### src/design/button_click_gesture_detector_macros.svh
// ----------------------------------------------------------------------------
// Button gesture detector assertion macros
// Shared assertion forms for the gesture detector, clocked on clk, off in reset.
// ----------------------------------------------------------------------------
`ifndef BUTTON_CLICK_GESTURE_DETECTOR_MACROS_SVH
`define BUTTON_CLICK_GESTURE_DETECTOR_MACROS_SVH

// same-cycle implication
`define BCGD_ASSERT_NOW(label, ante, cons, msg) \
  label: assert property (@(posedge clk) disable iff (!rst_n) (ante) |-> (cons)) \
    else $error(msg);

// next-cycle implication
`define BCGD_ASSERT_NEXT(label, ante, cons, msg) \
  label: assert property (@(posedge clk) disable iff (!rst_n) (ante) |=> (cons)) \
    else $error(msg);

`endif

### src/design/bcgd_pkg.sv
// ----------------------------------------------------------------------------
// Button gesture detector package
// Event codes, queued-event codes, register indexes and reset values.
// ----------------------------------------------------------------------------
package bcgd_pkg;

  typedef enum logic [2:0] {
    EVT_PRESSED  = 3'd0,
    EVT_RELEASED = 3'd1,
    EVT_CLICK    = 3'd2,
    EVT_DOUBLE   = 3'd3,
    EVT_HOLD     = 3'd4
  } evt_code_t;

  typedef enum logic [1:0] {
    QUE_NONE   = 2'd0,
    QUE_CLICK  = 2'd1,
    QUE_DOUBLE = 2'd2
  } que_code_t;

  typedef enum logic [1:0] {
    CFG_DC_INTERVAL = 2'd0,
    CFG_HOLD_THRESH = 2'd1,
    CFG_DC_ENABLE   = 2'd2
  } cfg_idx_t;

  localparam int TIME_W  = 32;
  localparam int CNT_W   = 16;
  localparam int CFG_W   = 16;

  localparam logic [CFG_W-1:0] DC_INTERVAL_RST = 16'd500;
  localparam logic [CFG_W-1:0] HOLD_THRESH_RST = 16'd750;

endpackage

### src/design/button_click_gesture_detector.sv
// One poll per beat: timestamp and button level in, at most one gesture
// event out. Each accepted poll is decoded combinationally and its event,
// if any, sits in the output register from the next cycle on; the block
// sustains one poll per clock and takes a new beat whenever the output
// register is empty or is being drained in the same cycle. Polls that give
// no event still update the detector state and leave the output untouched.
// ----------------------------------------------------------------------------
// Button click / double click / hold detector
// Tracks press timing and flags per poll and emits pressed, released, click,
// double click or click-and-hold events with the running press count.
// ----------------------------------------------------------------------------
`include "button_click_gesture_detector_macros.svh"

module button_click_gesture_detector (
  input  logic        clk,
  input  logic        rst_n,
  input  logic        in_tvalid,
  output logic        in_tready,
  input  logic [39:0] in_tdata,   // [31:0] now_ms, [32] button_level, rest zero
  output logic        out_tvalid,
  input  logic        out_tready,
  output logic [23:0] out_tdata,  // [2:0] event_code, [18:3] press_count, rest zero
  input  logic        cfg_we,
  input  logic [1:0]  cfg_addr,
  input  logic [15:0] cfg_wdata
);

  logic [bcgd_pkg::CFG_W-1:0]  dc_interval_r;
  logic [bcgd_pkg::CFG_W-1:0]  hold_thresh_r;
  logic                        dc_enable_r;

  logic [bcgd_pkg::TIME_W-1:0] last_press_r, last_press_nxt;
  logic                        is_pressed_r, is_pressed_nxt;
  logic                        in_dc_r, in_dc_nxt;
  logic                        click_pend_r, click_pend_nxt;
  logic [bcgd_pkg::CNT_W-1:0]  press_cnt_r, press_cnt_nxt;
  bcgd_pkg::que_code_t         queue_r, queue_nxt;

  logic                        out_valid_r;
  bcgd_pkg::evt_code_t         out_code_r;
  logic [bcgd_pkg::CNT_W-1:0]  out_cnt_r;

  logic [bcgd_pkg::TIME_W-1:0] now_ms;
  logic                        level;
  logic [bcgd_pkg::TIME_W-1:0] elapsed;
  logic [bcgd_pkg::TIME_W-1:0] interval_ext;
  logic [bcgd_pkg::TIME_W-1:0] hold_ext;
  logic                        dc_on;
  logic                        in_accept;
  logic                        emit;
  bcgd_pkg::evt_code_t         emit_code;

  assign now_ms       = in_tdata[31:0];
  assign level        = in_tdata[32];
  assign elapsed      = now_ms - last_press_r;
  assign interval_ext = {16'd0, dc_interval_r};
  assign hold_ext     = {16'd0, hold_thresh_r};
  assign dc_on        = dc_enable_r && (dc_interval_r != '0);

  assign in_tready  = !out_valid_r || out_tready;
  assign in_accept  = in_tvalid && in_tready;
  assign out_tvalid = out_valid_r;
  assign out_tdata  = {5'd0, out_cnt_r, out_code_r};

  // per-poll decode
  always_comb begin
    last_press_nxt = last_press_r;
    is_pressed_nxt = is_pressed_r;
    in_dc_nxt      = in_dc_r;
    click_pend_nxt = click_pend_r;
    press_cnt_nxt  = press_cnt_r;
    queue_nxt      = bcgd_pkg::QUE_NONE;
    emit           = 1'b0;
    emit_code      = bcgd_pkg::EVT_PRESSED;
    if (queue_r == bcgd_pkg::QUE_CLICK || queue_r == bcgd_pkg::QUE_DOUBLE) begin
      emit      = 1'b1;
      emit_code = (queue_r == bcgd_pkg::QUE_CLICK) ? bcgd_pkg::EVT_CLICK
                                                   : bcgd_pkg::EVT_DOUBLE;
    end else if (is_pressed_r) begin
      if (level) begin
        if (elapsed > hold_ext) begin
          emit      = 1'b1;
          emit_code = bcgd_pkg::EVT_HOLD;
        end
      end else begin
        is_pressed_nxt = 1'b0;
        emit           = 1'b1;
        emit_code      = bcgd_pkg::EVT_RELEASED;
        if (dc_on) begin
          if (in_dc_r) begin
            in_dc_nxt      = 1'b0;
            click_pend_nxt = 1'b0;
            if (elapsed < interval_ext) begin
              queue_nxt = bcgd_pkg::QUE_DOUBLE;
            end else if (!(elapsed > hold_ext)) begin
              queue_nxt = bcgd_pkg::QUE_CLICK;
            end
          end else if (elapsed > hold_ext) begin
            click_pend_nxt = 1'b0;
          end else if (elapsed > interval_ext) begin
            click_pend_nxt = 1'b0;
            queue_nxt      = bcgd_pkg::QUE_CLICK;
          end else begin
            click_pend_nxt = 1'b1;
          end
        end else begin
          in_dc_nxt = 1'b0;
          if (elapsed < hold_ext) begin
            queue_nxt = bcgd_pkg::QUE_CLICK;
          end
        end
      end
    end else if (level) begin
      if (dc_on && (elapsed < interval_ext)) begin
        in_dc_nxt = 1'b1;
      end else begin
        last_press_nxt = now_ms;
      end
      is_pressed_nxt = 1'b1;
      press_cnt_nxt  = press_cnt_r + 1'b1;
      emit           = 1'b1;
      emit_code      = bcgd_pkg::EVT_PRESSED;
    end else if (click_pend_r && (elapsed > interval_ext)) begin
      in_dc_nxt      = 1'b0;
      click_pend_nxt = 1'b0;
      emit           = 1'b1;
      emit_code      = bcgd_pkg::EVT_CLICK;
    end
  end

  always_ff @(posedge clk) begin
    if (!rst_n) begin
      dc_interval_r <= bcgd_pkg::DC_INTERVAL_RST;
      hold_thresh_r <= bcgd_pkg::HOLD_THRESH_RST;
      dc_enable_r   <= 1'b1;
    end else if (cfg_we) begin
      unique case (cfg_addr)
        bcgd_pkg::CFG_DC_INTERVAL: dc_interval_r <= cfg_wdata;
        bcgd_pkg::CFG_HOLD_THRESH: hold_thresh_r <= cfg_wdata;
        bcgd_pkg::CFG_DC_ENABLE:   dc_enable_r   <= cfg_wdata[0];
        default: ;
      endcase
    end
  end

  always_ff @(posedge clk) begin
    if (!rst_n) begin
      last_press_r <= '0;
      is_pressed_r <= 1'b0;
      in_dc_r      <= 1'b0;
      click_pend_r <= 1'b0;
      press_cnt_r  <= '0;
      queue_r      <= bcgd_pkg::QUE_NONE;
    end else if (in_accept) begin
      last_press_r <= last_press_nxt;
      is_pressed_r <= is_pressed_nxt;
      in_dc_r      <= in_dc_nxt;
      click_pend_r <= click_pend_nxt;
      press_cnt_r  <= press_cnt_nxt;
      queue_r      <= queue_nxt;
    end
  end

  always_ff @(posedge clk) begin
    if (!rst_n) begin
      out_valid_r <= 1'b0;
    end else if (in_accept) begin
      out_valid_r <= emit;
    end else if (out_tready) begin
      out_valid_r <= 1'b0;
    end
  end

  always_ff @(posedge clk) begin
    if (in_accept && emit) begin
      out_code_r <= emit_code;
      out_cnt_r  <= press_cnt_nxt;
    end
  end

  `BCGD_ASSERT_NEXT(a_queue_sent, in_accept && (queue_r != bcgd_pkg::QUE_NONE), out_valid_r && (out_code_r == bcgd_pkg::EVT_CLICK || out_code_r == bcgd_pkg::EVT_DOUBLE), "queued event not sent")
  `BCGD_ASSERT_NOW(a_queue_released, queue_r != bcgd_pkg::QUE_NONE, !is_pressed_r, "event queued while pressed")
  `BCGD_ASSERT_NOW(a_dc_pressed, in_dc_r, is_pressed_r, "double click window open while released")
  `BCGD_ASSERT_NEXT(a_count_press, in_accept && (press_cnt_nxt != press_cnt_r), out_valid_r && (out_code_r == bcgd_pkg::EVT_PRESSED), "count moved without press event")

endmodule

### config.mk
export PLATFORM = sky130hd
export DESIGN_NAME = button_click_gesture_detector
export DESIGN_NICKNAME = d
export VERILOG_FILES = /design/src/design/bcgd_pkg.sv /design/src/design/button_click_gesture_detector.sv
export VERILOG_INCLUDE_DIRS = /design/src /design/src/design
export SDC_FILE = /design/constraint.sdc
export NUM_CORES = 1
export LEC_CHECK = 0
export ABC_AREA = 1
export ABC_CLOCK_PERIOD_IN_PS = 4500
export BUFFER_PORTS_ARGS = -buffer_cell sky130_fd_sc_hd__buf_2
export CAP_MARGIN = 15
export CORE_MARGIN = 1.5
export CORE_UTILIZATION = 35
export DETAILED_ROUTE_END_ITERATION = 10
export SETUP_SLACK_MARGIN = 0.15
export SYNTH_ARGS = -nofsm -noshare
export SYNTH_HDL_FRONTEND = slang
export SYNTH_SLANG_ARGS = --single-unit
### constraint.sdc
create_clock -name clk -period 4.5 [get_ports clk]
set_input_delay 0.225 -clock clk [delete_from_list [all_inputs] [get_ports clk]]
set_output_delay 0.225 -clock clk [all_outputs]
set_load 0.02 [all_outputs]
Word level (Yosys, flattened, before mapping)
Cells that the tools add are included.

storage, ports and cells
  register bits after elaboration = 106

cells by class
  add/subtract/negate cells = 2
  $lt $le $gt $ge = 4
  equality and inequality tests = 7
  muxes and demuxes = 41
  bitwise logic cells = 4
  reductions and logical operators = 20

operators by type and width
  cell                     count
  $gt A32 B16 Y1           2
  $lt A32 B16 Y1           2
  $mux W16                 3
  $sub A32 B32 Y32         1
  $mux W1                  26
  $add A16 B1 Y16 const B  1
  $mux W2                  8
  $reduce_bool A16 Y1      1
  $reduce_and A5 Y1        3
  $mux W3                  4
  $reduce_and A2 Y1        4
  $logic_and A1 B1 Y1      5
  $eq A2 B1 Y1 const B     2
  $eq A2 B2 Y1 const B     2
  $ne A2 B1 Y1 const B     2
  $not A1 Y1               4
  $reduce_bool A2 Y1       2
  $reduce_bool A3 Y1       1
  $logic_not A2 Y1         1
  $logic_or A1 B1 Y1       2
  $ne A2 B2 Y1 const B     1
  $logic_not A1 Y1         1

Longest topological paths before layout
Gate-level depths: netlist (run 1).

  depth in word-level cells = 9
  gate-level depth with buffers = 24
  gate-level depth less buffers = 24

Least setup slack after synthesis (run 1)
Ideal clock, no wire load.

  kind = reg2reg
  start = register last_press_r[0] (netlist bit)
  end = register out_cnt_r[0] (netlist bit) (enable)
  data arrival time = 2.919 ns
  data required time = 4.126 ns
  slack = 1.207 ns
  stages on the path, launching flop included = 20
  path buffers = 0
  period minus slack after synthesis = 3.293 ns
  path through = dfxtp_1 -> ha_1 -> fa_1 -> inv_1 -> nand3_1 -> nand3_1 -> nand2_1 -> nand2_1 -> xor2_1 -> ha_1 -> inv_1 -> nor4_1 -> nand2_1 -> a21oi_1 -> nor2_2 -> nand2_1 -> nand2_1 -> inv_1 -> nand2_1 -> inv_1

between the ends
  cells in the longest elaborated chain, start to end = 8
  elaborated cells between the ends (all ways) = 11
  those cells by class = 1 x add/sub; 2 x order compare; 6 x mux; 2 x reduce/logical

RTL lines
  item                      RTL line                              RTL
  start: declaration        button_click_gesture_detector.sv:32   logic [bcgd_pkg::TIME_W-1:0] last_press_r, last_press_nxt;
  start signal: assignment  button_click_gesture_detector.sv:155  last_press_r <= last_press_nxt;
  $sub A32 B32 Y32 *        button_click_gesture_detector.sv:55   assign elapsed = now_ms - last_press_r;
  $gt A32 B16 Y1            button_click_gesture_detector.sv:123  end else if (click_pend_r && (elapsed > interval_ext)) begin
  $logic_and A1 B1 Y1       button_click_gesture_detector.sv:123
  $mux W1                   button_click_gesture_detector.sv:123
  $mux W1                   button_click_gesture_detector.sv:113  end else if (level) begin
  $mux W1 *                 button_click_gesture_detector.sv:79   end else if (is_pressed_r) begin
  $mux W1 *                 button_click_gesture_detector.sv:75   if (queue_r == bcgd_pkg::QUE_CLICK || queue_r == bcgd_pkg::QUE_DOUBLE) begin
  $logic_and A1 B1 Y1 *     button_click_gesture_detector.sv:175  if (in_accept && emit) begin
  end signal: assignment    button_click_gesture_detector.sv:177  out_cnt_r <= press_cnt_nxt;
  end: declaration          button_click_gesture_detector.sv:41   logic [bcgd_pkg::CNT_W-1:0] out_cnt_r;

Mark *: on every way between the ends. The rest lies on a longest branch, timed or not.
A chain may end at the register's enable or synchronous reset.

Worst setup path in the final report (run 1)
  start = register last_press_r[0] (netlist bit)
  end = register out_cnt_r[15] (netlist bit) (enable)

Same word-level chain as after synthesis.

==> flow_summary_export.csv, run 1 <==
group,metric,value,unit
floorplanning,pin_count,89,
floorplanning,core_area,21890,sq um
timing,timing_hold_violations_final,0,
logic_synthesis,postSynth.asyncResetShare,0,%
routing,total_number_of_vias,7014,
outcome,result_of_the_run,"completed",
placement,routabilityCongestion,0.8654,
placement,detailedPlace.worstSlack,521.3,ps
floorplanning,initial_utilization,35.72,%
placement,detailed_place_hpwl,14590,um
timing,max_slew.worst_pin.slew,779.5,ps
routing,post_route_ant_nets,0,
critical_path,worstRegToRegCells,21,
logic_synthesis,synth_top_flop_cell,"sky130_fd_sc_hd__dfxtp_1",
critical_path,critical-path-slowest-cell,"sky130_fd_sc_hd__fa_1",
critical_path,critical_path_class,"reg -> reg",
power_and_ir_drop,power.static_leakage,4.522,nW
critical_path,worstPathArrival,3900,ps
floorplanning,die_width,152.5,um
final_layout,drive_above_1_share,13.03,%
timing,timing.setup.tns,0,ps
placement,numPortBuffers,76,
final_layout,fillers,2413,
logic_synthesis,mappedNetlistArea,7819,sq um
hold_path,holdPathStages,3,
flow_run,drv.max_cap_violation_count,0,
logic_synthesis,synth_area_leader_cell,"sky130_fd_sc_hd__dfxtp_1",
final_layout,n_antenna_cell,0,
critical_path,worst_path_most_repeated_cell,"sky130_fd_sc_hd__nand2_1",
grt,grt_antenna_before_repair,0,
floorplanning,design.die.area,23250,sq um
final_layout,flow.area_growth_from_synthesis,11.41,%
critical_path,critPathCaptureType,"register",
logic_synthesis,synth_warnings,0,
power_and_ir_drop,post_layout_total_power,2.740,mW
timing,post-route-worst-setup-slack,715.9,ps
routing,drt_pass1_iterations,6,
routing,viasPerCell,4.627,
clock_network,clkLatencyLatePin,360,ps
logic_synthesis,netlist-cell-type-count,47,
clock_network,clock-sinks,106,
logic_synthesis,sequential_area_share_after_synthesis,29.57,%
clock_network,ctsHoldBuffers,0,
timing,setup_repair_after_global_routing_missed_its_margin,"false",
timing,clock.fmax,264.3,MHz
timing,maxSlewHeadroom,47.91,%
routing,routed_wirelength,18200,um
timing,timing.final.setup_violations,0,
grt,globalRouteOverflowTotal,0,
routing,drc_errors,0,
logic_synthesis,synth.ff_latch_count,106,
final_layout,layout.nets,1360,
timing,skew,9.374,ps
timing,timing.final.crit_share,84.09,%
critical_path,timing.critical_path.required,4620,ps
critical_path,worst_path_largest_cell_delay,410,ps
clock_network,cts_tree,"done",
logic_synthesis,number_of_flops_mapped_to_enable_cells_by_yosys,19,
critical_path,worst_setup_path_start_kind,"register",
power_and_ir_drop,powerDensity,314.6,nW/um^2
critical_path,crit_chain,"ha_1 > fa_1 > inv_1 > nand3_1 > nand3_1 > nand2_1 > nand3_2 > xor2_1 > ha_1 > nand4_1 > nor4_1 > inv_1 > nor4_1 > a21oi_1 > nor2_2 > nand2_1 > nand2_1 > inv_1 > nand2_1 > clkinvlp_4 > buf_12",
clock_network,cts_inserted_buffers,9,
grt,grt_first_pass_wirelength,30880,um
routing,drt_iter0_drc,340,
floorplanning,core.rowCount,54,
power_and_ir_drop,power.ir.vdd_worst,0.0001551,V
logic_synthesis,yosys-top-cells-area,"sky130_fd_sc_hd__dfxtp_1 (22%), sky130_fd_sc_hd__nand2_1 (15%), sky130_fd_sc_hd__inv_1 (12%)",
grt,groute.usage.overall,16.02,%
floorplanning,die-height,152.5,um
clock_network,ctsRootBufferMaster,"sky130_fd_sc_hd__clkbuf_16",
clock_network,cts.path.max_buffers,2,
logic_synthesis,post_synth_most_frequent_cells,"sky130_fd_sc_hd__nand2_1 (311), sky130_fd_sc_hd__inv_1 (243), sky130_fd_sc_hd__dfxtp_1 (87), sky130_fd_sc_hd__nor2_1 (75), sky130_fd_sc_hd__a21oi_1 (69)",
logic_synthesis,yosysTopAreaCellShare,22.28,%
hold_path,hp-class,"in -> reg",
grt,first_global_vias,6564,
logic_synthesis,postSynthCellCount,1165,
timing,post-route-min-period,3784,ps
timing,total_count_of_max_transition_violations_in_the_final_report,0,
clock_network,worst_path_clk_slew,80,ps
clock_network,max_h_tree_level,3,
logic_synthesis,yosys.cell_count.top_type,"sky130_fd_sc_hd__nand2_1",
routing,wl_per_cell,12.01,um
grt,grt_max_degree,71,
logic_synthesis,synth.avg_cell_area,6.711,sq um
critical_path,crit_path_max_fanout,19,
[timing repair]
action                                  CTS  global route
gates resized for setup                   0             1
hold endpoints to repair                  0             0
endpoints found under the setup margin    0            19
buffers inserted                          0             1
[state kept, by name (all words and copies together) (netlist names)]
name and count:
out_code_r 3, in_dc_r 1, queue_r 2, out_tvalid 1, is_pressed_r 1, dc_interval_r 16, hold_thresh_r 16, click_pend_r 1
out_cnt_r 16, press_cnt_r 16, last_press_r 32, dc_enable_r 1
[metal layers]
layer  global-route usage (%)  part of all wire [%]  up-vias
met3                    2.190                   3.2       13
met2                    26.57                    44      112
met1                    21.89                    51     3099
met5                        0                     0        -
li1                         -                     -     3790
met4                    4.121                   1.3        0
[path summary, 6_finish.rpt]
kind | start | to | slack, ps
worst max-delay path | last_press_r[0]$_SDFFE_PN0P_ | out_cnt_r[15]$_DFFE_PP_ | 720
worst min-delay path | cfg_wdata[5] | dc_interval_r[5]$_SDFFE_PN1P_ | 100
worst max register to register | last_press_r[0]$_SDFFE_PN0P_ | out_cnt_r[15]$_DFFE_PP_ | 720
worst min register to register | last_press_r[30]$_SDFFE_PN0P_ | last_press_r[30]$_SDFFE_PN0P_ | 470
[power by group]
group	switching [mW]	internal, mW
combinational	0.564	0.314
clock	0.411	0.399
sequential	0.0244	1.03
[cells by family (layout without fill, tap and decap cells)]
logic type	count (synthesis)	after routing	synth area share [%]
buf+inv	276	343	14.35
fa+ha+maj	66	66	10.66
xor+xnor	30	30	3.361
flops	106	106	29.57
compound gates	194	194	14.77
simple gates	492	492	27.24
other cells	1	5	0.04796
[worst max-delay path, delay by kind of cell, from the launching register on]
| family | cells | cell delay (ps) |
|---|---|---|
| AOI/OAI and AO/OA | 1 | 100 |
| xor gates and xnor gates | 1 | 350 |
| buffers and inverters | 5 | 510 |
| and+or+nand+nor | 11 | 1450 |
| adders and majority gates | 3 | 790 |
| DFF | 1 | 310 |
[cell type report]
type	instances	area (sq um)	area share, %
repair buffers	79	415.4	4.769
well taps	280	350.3	4.022
clock inverters	7	73.82	0.8475
flip-flops and latches	106	2312	26.54
inverters	248	934.6	10.73
multi-input cells	787	4399	50.50
clock buffers	9	225.2	2.585
[metrics by stage]
stage	hold slack (ps)	area, sq um	std cells	util (%)
floorplan	355.4	7834	1169	-
global placement	450.5	8388	1499	38.32
detailed placement	458.0	8388	1499	38.32
CTS	87.35	8687	1515	39.68
global route	104.9	8711	1516	39.79
finish	96.91	8711	1516	39.79
[cell usage in the layout, fill, tap and decap left out, types with 21 or more instances in the layout]
master and count:
sky130_fd_sc_hd__dfxtp_1 87, sky130_fd_sc_hd__buf_2 76, sky130_fd_sc_hd__ha_1 65, sky130_fd_sc_hd__o21ai_0 42
sky130_fd_sc_hd__nand2_1 311, sky130_fd_sc_hd__nand4_1 21, sky130_fd_sc_hd__nor2_1 75, sky130_fd_sc_hd__a21oi_2 29
sky130_fd_sc_hd__o21ai_1 28, sky130_fd_sc_hd__xor2_1 29, sky130_fd_sc_hd__a21oi_1 69, sky130_fd_sc_hd__nand3_1 37
sky130_fd_sc_hd__inv_1 242
(Power assumes the default switching activity.)
==> run 2, diff against run 1 <==
ABC_CLOCK_PERIOD_IN_PS = 3700   (was 4500)
clock period = 3.7 ns   (was 4.5 ns; I/O delays follow)
==> flow_summary_export.csv, run 2 (synthesis gave the netlist of run 1 again) <==
group,metric,value,unit
routing,drc_errors,0,
routing,routed_wirelength,19220,um
critical_path,critPathLaunch,"last_press_r[8]$_SDFFE_PN0P_",
final_layout,largest_register,"last_press_r",
floorplanning,initial_utilization,35.72,%
timing,timing_hold_violations_final,0,
final_layout,largest_register_ffs,32,
critical_path,timing.critical_path.required,3840,ps
timing,holdWs,55.56,ps
routing,drt_iter0_drc,384,
hold_path,hp-class,"in -> reg",
timing,timing.final.setup_violations,0,
timing,skew,11.76,ps
grt,grt_max_degree,71,
power_and_ir_drop,post_layout_total_power,3.551,mW
clock_network,cts_tree,"done",
timing,setup_repair_after_global_routing_missed_its_margin,"true",
power_and_ir_drop,powerDensity,379.5,nW/um^2
grt,first_global_vias,6590,
clock_network,clkLatencyLatePin,360,ps
grt,groute.usage.overall,16.28,%
clock_network,worst_path_clk_slew,80,ps
timing,timing.setup.tns,0,ps
routing,wl_per_cell,12.51,um
power_and_ir_drop,power.ir.vdd_worst,0.0002166,V
critical_path,worstPathArrival,3540,ps
critical_path,worstReg2RegEnd,"out_cnt_r[8]$_DFFE_PP_",
routing,drt_pass1_iterations,5,
clock_network,ctsHoldBuffers,0,
timing,timing.final.crit_share,92.07,%
final_layout,layout_commonest_cell,"sky130_fd_sc_hd__nand2_1",
final_layout,n_antenna_cell,0,
critical_path,worstReg2RegStart,"last_press_r[8]$_SDFFE_PN0P_",
timing,post-route-min-period,3407,ps
critical_path,worst_setup_path_start_kind,"register",
timing,max_slew.worst_pin.slew,697.7,ps
critical_path,setup.reg_to_reg.worst_slack,290,ps
critical_path,critical_path_class,"reg -> reg",
floorplanning,die-height,152.5,um
timing,maxSlewHeadroom,53.49,%
floorplanning,pin_count,89,
final_layout,layout.cells.most_common_list,"sky130_fd_sc_hd__nand2_1 (287), sky130_fd_sc_hd__inv_1 (228), sky130_fd_sc_hd__dfxtp_1 (79)",
grt,globalRouteOverflowTotal,0,
clock_network,max_h_tree_level,3,
placement,detailed_place_hpwl,14910,um
timing,clock.fmax,293.5,MHz
grt,grt_first_pass_wirelength,31270,um
floorplanning,core_area,21890,sq um
final_layout,flow.area_growth_from_synthesis,19.67,%
floorplanning,core.rowCount,54,
placement,numPortBuffers,76,
power_and_ir_drop,power.static_leakage,4.721,nW
critical_path,timing.critical_path.to,"out_cnt_r[8]$_DFFE_PP_",
grt,grt_antenna_before_repair,0,
timing,total_count_of_max_transition_violations_in_the_final_report,0,
flow_run,drv.max_cap_violation_count,0,
critical_path,critPathCaptureType,"register",
clock_network,cts.path.max_buffers,2,
critical_path,worstRegToRegCells,22,
routing,total_number_of_vias,7182,
final_layout,drive_above_1_share,20.78,%
final_layout,fillers,2257,
final_layout,layout.nets,1380,
floorplanning,die_width,152.5,um
routing,viasPerCell,4.676,
clock_network,clock-sinks,106,
outcome,result_of_the_run,"completed",
clock_network,ctsRootBufferMaster,"sky130_fd_sc_hd__clkbuf_16",
routing,post_route_ant_nets,0,
clock_network,cts_inserted_buffers,9,
placement,routabilityCongestion,0.9143,
floorplanning,design.die.area,23250,sq um
final_layout,finished_core_util,42.74,%
critical_path,crit_path_max_fanout,5,
[run 2: changes by cell type in the layout (fill, tap and decap cells not counted), sizes merged]
cell | before | now
buf | 79 | 98
clkinv | 3 | 4
clkbuf | 9 | 10
bufinv | 0 | 1
inv | 251 | 250
clkinvlp | 1 | 0
[run 2: how the worst min path moves through the flow]
stage,cells past startpoint,startpoint,endpoint
floorplan,2,cfg_wdata[2],dc_interval_r[2]$_SDFFE_PN1P_
global placement,3,cfg_wdata[5],hold_thresh_r[5]$_SDFFE_PN1P_
detailed placement,3,cfg_wdata[7],dc_interval_r[7]$_SDFFE_PN1P_
CTS,3,cfg_wdata[7],dc_interval_r[7]$_SDFFE_PN1P_
global route,3,cfg_wdata[6],dc_interval_r[6]$_SDFFE_PN1P_
finish,3,cfg_wdata[7],dc_interval_r[7]$_SDFFE_PN1P_
[run 2: layout make-up]
| type | instances | area [sq um] | area share (%) |
|---|---|---|---|
| multi-input cells | 787 | 4821 | 51.52 |
| repair buffers | 99 | 611.8 | 6.539 |
| inverters | 248 | 933.4 | 9.976 |
| well taps | 280 | 350.3 | 3.744 |
| flip-flops and latches | 106 | 2322 | 24.82 |
| clock buffers | 9 | 225.2 | 2.407 |
| clock inverters | 7 | 92.59 | 0.9896 |
[run 2: critical path: stages (launching register included)]
cell and delay [ps]:
sky130_fd_sc_hd__dfxtp_2 320, sky130_fd_sc_hd__inv_2 50, sky130_fd_sc_hd__ha_4 280, sky130_fd_sc_hd__nand2_1 70, sky130_fd_sc_hd__nand2_1 60, sky130_fd_sc_hd__nand2_1 70, sky130_fd_sc_hd__nand2_2 80, sky130_fd_sc_hd__a21oi_2 140
sky130_fd_sc_hd__nand2_2 90, sky130_fd_sc_hd__xor2_2 160, sky130_fd_sc_hd__ha_1 330, sky130_fd_sc_hd__nand4_1 150, sky130_fd_sc_hd__nor4_2 320, sky130_fd_sc_hd__inv_1 110, sky130_fd_sc_hd__nor4_4 250, sky130_fd_sc_hd__a21oi_2 60
sky130_fd_sc_hd__nor2_2 150, sky130_fd_sc_hd__nand2_1 70, sky130_fd_sc_hd__nand2_1 60, sky130_fd_sc_hd__inv_1 50, sky130_fd_sc_hd__nand2_2 80, sky130_fd_sc_hd__inv_4 60, sky130_fd_sc_hd__clkbuf_16 150
[run 2: metal layers]
metal	global-route usage [%]	share of wire (%)
met5	0	0
met4	4.991	1.5
met3	2.218	3.1
met2	26.63	45
met1	22.26	50
[run 2: power by group]
part	internal [mW]	switching, mW	leakage [nW]
Combinational	0.477	0.755	3.66
Clock	0.545	0.489	0.156
Sequential	1.25	0.0321	0.903
Total	2.27	1.28	4.72
[run 2: per-stage QoR]
step	cells	setup WS, ps	area (sq um)
floorplan	1169	407.2	7834
global placement	1507	61.47	8486
detailed placement	1507	39.70	8486
CTS	1523	166.0	8832
global route	1536	23.14	9356
finish	1536	293.4	9356
[run 2: what timing repair did]
| item | 4_1_cts | 5_1_grt |
|---|---|---|
| cloned | 0 | 2 |
| gates resized for setup | 4 | 104 |
| hold endpoints to repair | 0 | 0 |
| buffers inserted | 0 | 11 |
| pin swaps | 0 | 25 |
| endpoints found under the setup margin | 19 | 50 |
==> run 3, diff against run 2 <==
RECOVER_POWER = 100   (was unset)
==> flow_summary_export.csv, run 3 (synthesis gave the netlist of run 1 again) <==
group,metric,value,unit
floorplanning,design.die.area,23250,sq um
placement,detailedPlace.worstSlack,39.70,ps
placement,detailed_place_hpwl,14910,um
grt,globalRouteOverflowTotal,0,
grt,grt_antenna_before_repair,0,
floorplanning,core_area,21890,sq um
critical_path,timing.critical_path.to,"out_cnt_r[8]$_DFFE_PP_",
final_layout,seq_area,2322,sq um
final_layout,largest_register_ffs,32,
routing,drt_iter0_drc,375,
floorplanning,pin_count,89,
timing,total_count_of_max_transition_violations_in_the_final_report,71,
final_layout,n_antenna_cell,0,
critical_path,worstPathArrival,3510,ps
final_layout,drive_above_1_share,18.87,%
timing,post-route-worst-setup-slack,278.4,ps
timing,setup_repair_after_global_routing_missed_its_margin,"true",
outcome,result_of_the_run,"finished with violations",
final_layout,fillers,2269,
routing,viasPerCell,4.652,
critical_path,worstRegToRegCells,22,
timing,post-route-min-period,3422,ps
timing,maxSlewHeadroom,-97.18,%
floorplanning,die_width,152.5,um
floorplanning,initial_utilization,35.72,%
clock_network,cts.path.max_buffers,2,
placement,numPortBuffers,76,
timing,clock.fmax,292.3,MHz
clock_network,clkLatencyLatePin,360,ps
final_layout,layout.nets,1380,
timing,timing.final.crit_share,92.48,%
power_and_ir_drop,powerDensity,381.1,nW/um^2
floorplanning,core.rowCount,54,
routing,drc_errors,0,
power_and_ir_drop,power.ir.vdd_worst,0.0002159,V
power_and_ir_drop,power.static_leakage,4.652,nW
grt,grt_first_pass_wirelength,31270,um
final_layout,largest_register,"last_press_r",
timing,max_slew.worst_pin.slew,2958,ps
final_layout,multi_input_combinational_cell_area,4817,sq um
clock_network,cts_inserted_buffers,9,
final_layout,layout_commonest_cell,"sky130_fd_sc_hd__nand2_1",
clock_network,worst_path_clk_slew,80,ps
critical_path,critical_path_class,"reg -> reg",
routing,drt_pass1_iterations,5,
routing,wl_per_cell,12.51,um
clock_network,ctsHoldBuffers,0,
critical_path,worstReg2RegStart,"last_press_r[14]$_SDFFE_PN0P_",
power_and_ir_drop,post_layout_total_power,3.552,mW
critical_path,timing.critical_path.required,3790,ps
hold_path,hp-class,"in -> reg",
routing,total_number_of_vias,7146,
clock_network,max_h_tree_level,3,
grt,first_global_vias,6590,
flow_run,drv.max_cap_violation_count,1,
final_layout,finished_core_util,42.58,%
placement,routabilityCongestion,0.9143,
clock_network,ctsRootBufferMaster,"sky130_fd_sc_hd__clkbuf_16",
clock_network,cts_tree,"done",
clock_network,clock-sinks,106,
routing,routed_wirelength,19220,um
outcome,violations_in_the_final_reports,"max-capacitance violations, max-slew violations",
final_layout,flow.area_growth_from_synthesis,19.22,%
final_layout,layout.cells.most_common_list,"sky130_fd_sc_hd__nand2_1 (287), sky130_fd_sc_hd__inv_1 (228), sky130_fd_sc_hd__dfxtp_1 (79)",
critical_path,setup.reg_to_reg.worst_slack,280,ps
critical_path,crit_path_max_fanout,5,
timing,timing.setup.tns,0,ps
floorplanning,die-height,152.5,um
timing,timing_hold_violations_final,0,
placement,placement.cell_area,8486,sq um
timing,skew,12.00,ps
grt,grt_max_degree,71,
routing,post_route_ant_nets,0,
grt,groute.usage.overall,16.28,%
critical_path,critPathCaptureType,"register",
timing,timing.final.setup_violations,0,
final_layout,layout.cell_area.non_filler,9321,sq um
critical_path,critPathLaunch,"last_press_r[14]$_SDFFE_PN0P_",
critical_path,worst_setup_path_start_kind,"register",
critical_path,worstReg2RegEnd,"out_cnt_r[8]$_DFFE_PP_",
==> run 3: cell types whose count changed in the layout (fill, tap and decap cells not counted), sizes merged <==
cell / delta
buf: -23
clkbuf: +23
==> run 3: worst min-delay path by stage <==
stage                            start                            end  cells past startpoint  slack, ps
after global placement    cfg_wdata[5]  hold_thresh_r[5]$_SDFFE_PN1P_                      3        420
after detailed placement  cfg_wdata[7]  dc_interval_r[7]$_SDFFE_PN1P_                      3        420
after global routing      cfg_wdata[6]  dc_interval_r[6]$_SDFFE_PN1P_                      3         60
final                     cfg_wdata[2]  dc_interval_r[2]$_SDFFE_PN1P_                      3         60
after floorplan           cfg_wdata[2]  dc_interval_r[2]$_SDFFE_PN1P_                      2        320
after CTS                 cfg_wdata[7]  dc_interval_r[7]$_SDFFE_PN1P_                      3         50
==> run 3: per-layer routing <==
layer	vias to the layer above	GRT usage, %	share of wire [%]
li1	3826	-	-
met1	3193	22.26	50
met2	112	26.63	45
met3	15	2.218	3.2
met4	0	4.991	1.5
met5	-	0	0
==> run 3: final cells by class <==
type,count,share of cell area (%)
Multi-Input combinational cell,787,51.68
Sequential cell,106,24.91
Inverter,248,10.01
Timing Repair Buffer,99,6.228
Tap cell,280,3.758
Clock buffer,9,2.416
Clock inverter,7,0.9933
==> run 3: worst max-delay path, cell delays in order (launching register included) <==
cell,delay [ps]
sky130_fd_sc_hd__dfxtp_1,300
sky130_fd_sc_hd__inv_1,120
sky130_fd_sc_hd__ha_4,230
sky130_fd_sc_hd__nand2_2,100
sky130_fd_sc_hd__inv_1,50
sky130_fd_sc_hd__nand2_1,70
sky130_fd_sc_hd__nand2_2,90
sky130_fd_sc_hd__a21oi_2,130
sky130_fd_sc_hd__nand2_2,90
sky130_fd_sc_hd__xor2_2,160
sky130_fd_sc_hd__ha_1,330
sky130_fd_sc_hd__nand4_1,150
sky130_fd_sc_hd__nor4_2,320
sky130_fd_sc_hd__buf_4,160
sky130_fd_sc_hd__nand2_1,70
sky130_fd_sc_hd__a21oi_1,200
sky130_fd_sc_hd__nor2_2,70
sky130_fd_sc_hd__nand2_1,70
sky130_fd_sc_hd__nand2_1,50
sky130_fd_sc_hd__inv_1,70
sky130_fd_sc_hd__nand2_2,70
sky130_fd_sc_hd__inv_4,100
sky130_fd_sc_hd__clkbuf_16,150
==> run 3: stage by stage <==
step | hold slack, ps | cells
after detailed placement | 424.0 | 1507
after global placement | 416.3 | 1507
after global routing | 62.22 | 1536
after floorplan | 315.4 | 1169
after CTS | 47.04 | 1523
final | 55.12 | 1536
==> run 3: what timing repair did <==
item	in CTS	in global routing
resized for setup	4	104
setup endpoints to repair	19	50
pin swaps	0	25
buffers inserted	0	11
cloned	0	2
==> run 3: power by group <==
group          total [mW]  switching, mW  leakage [nW]  internal (mW)
sequential           1.29         0.0327         0.903           1.25
combinational        1.23          0.754          3.59          0.474
clock                1.04          0.494         0.156          0.545
total                3.55           1.28          4.65           2.27
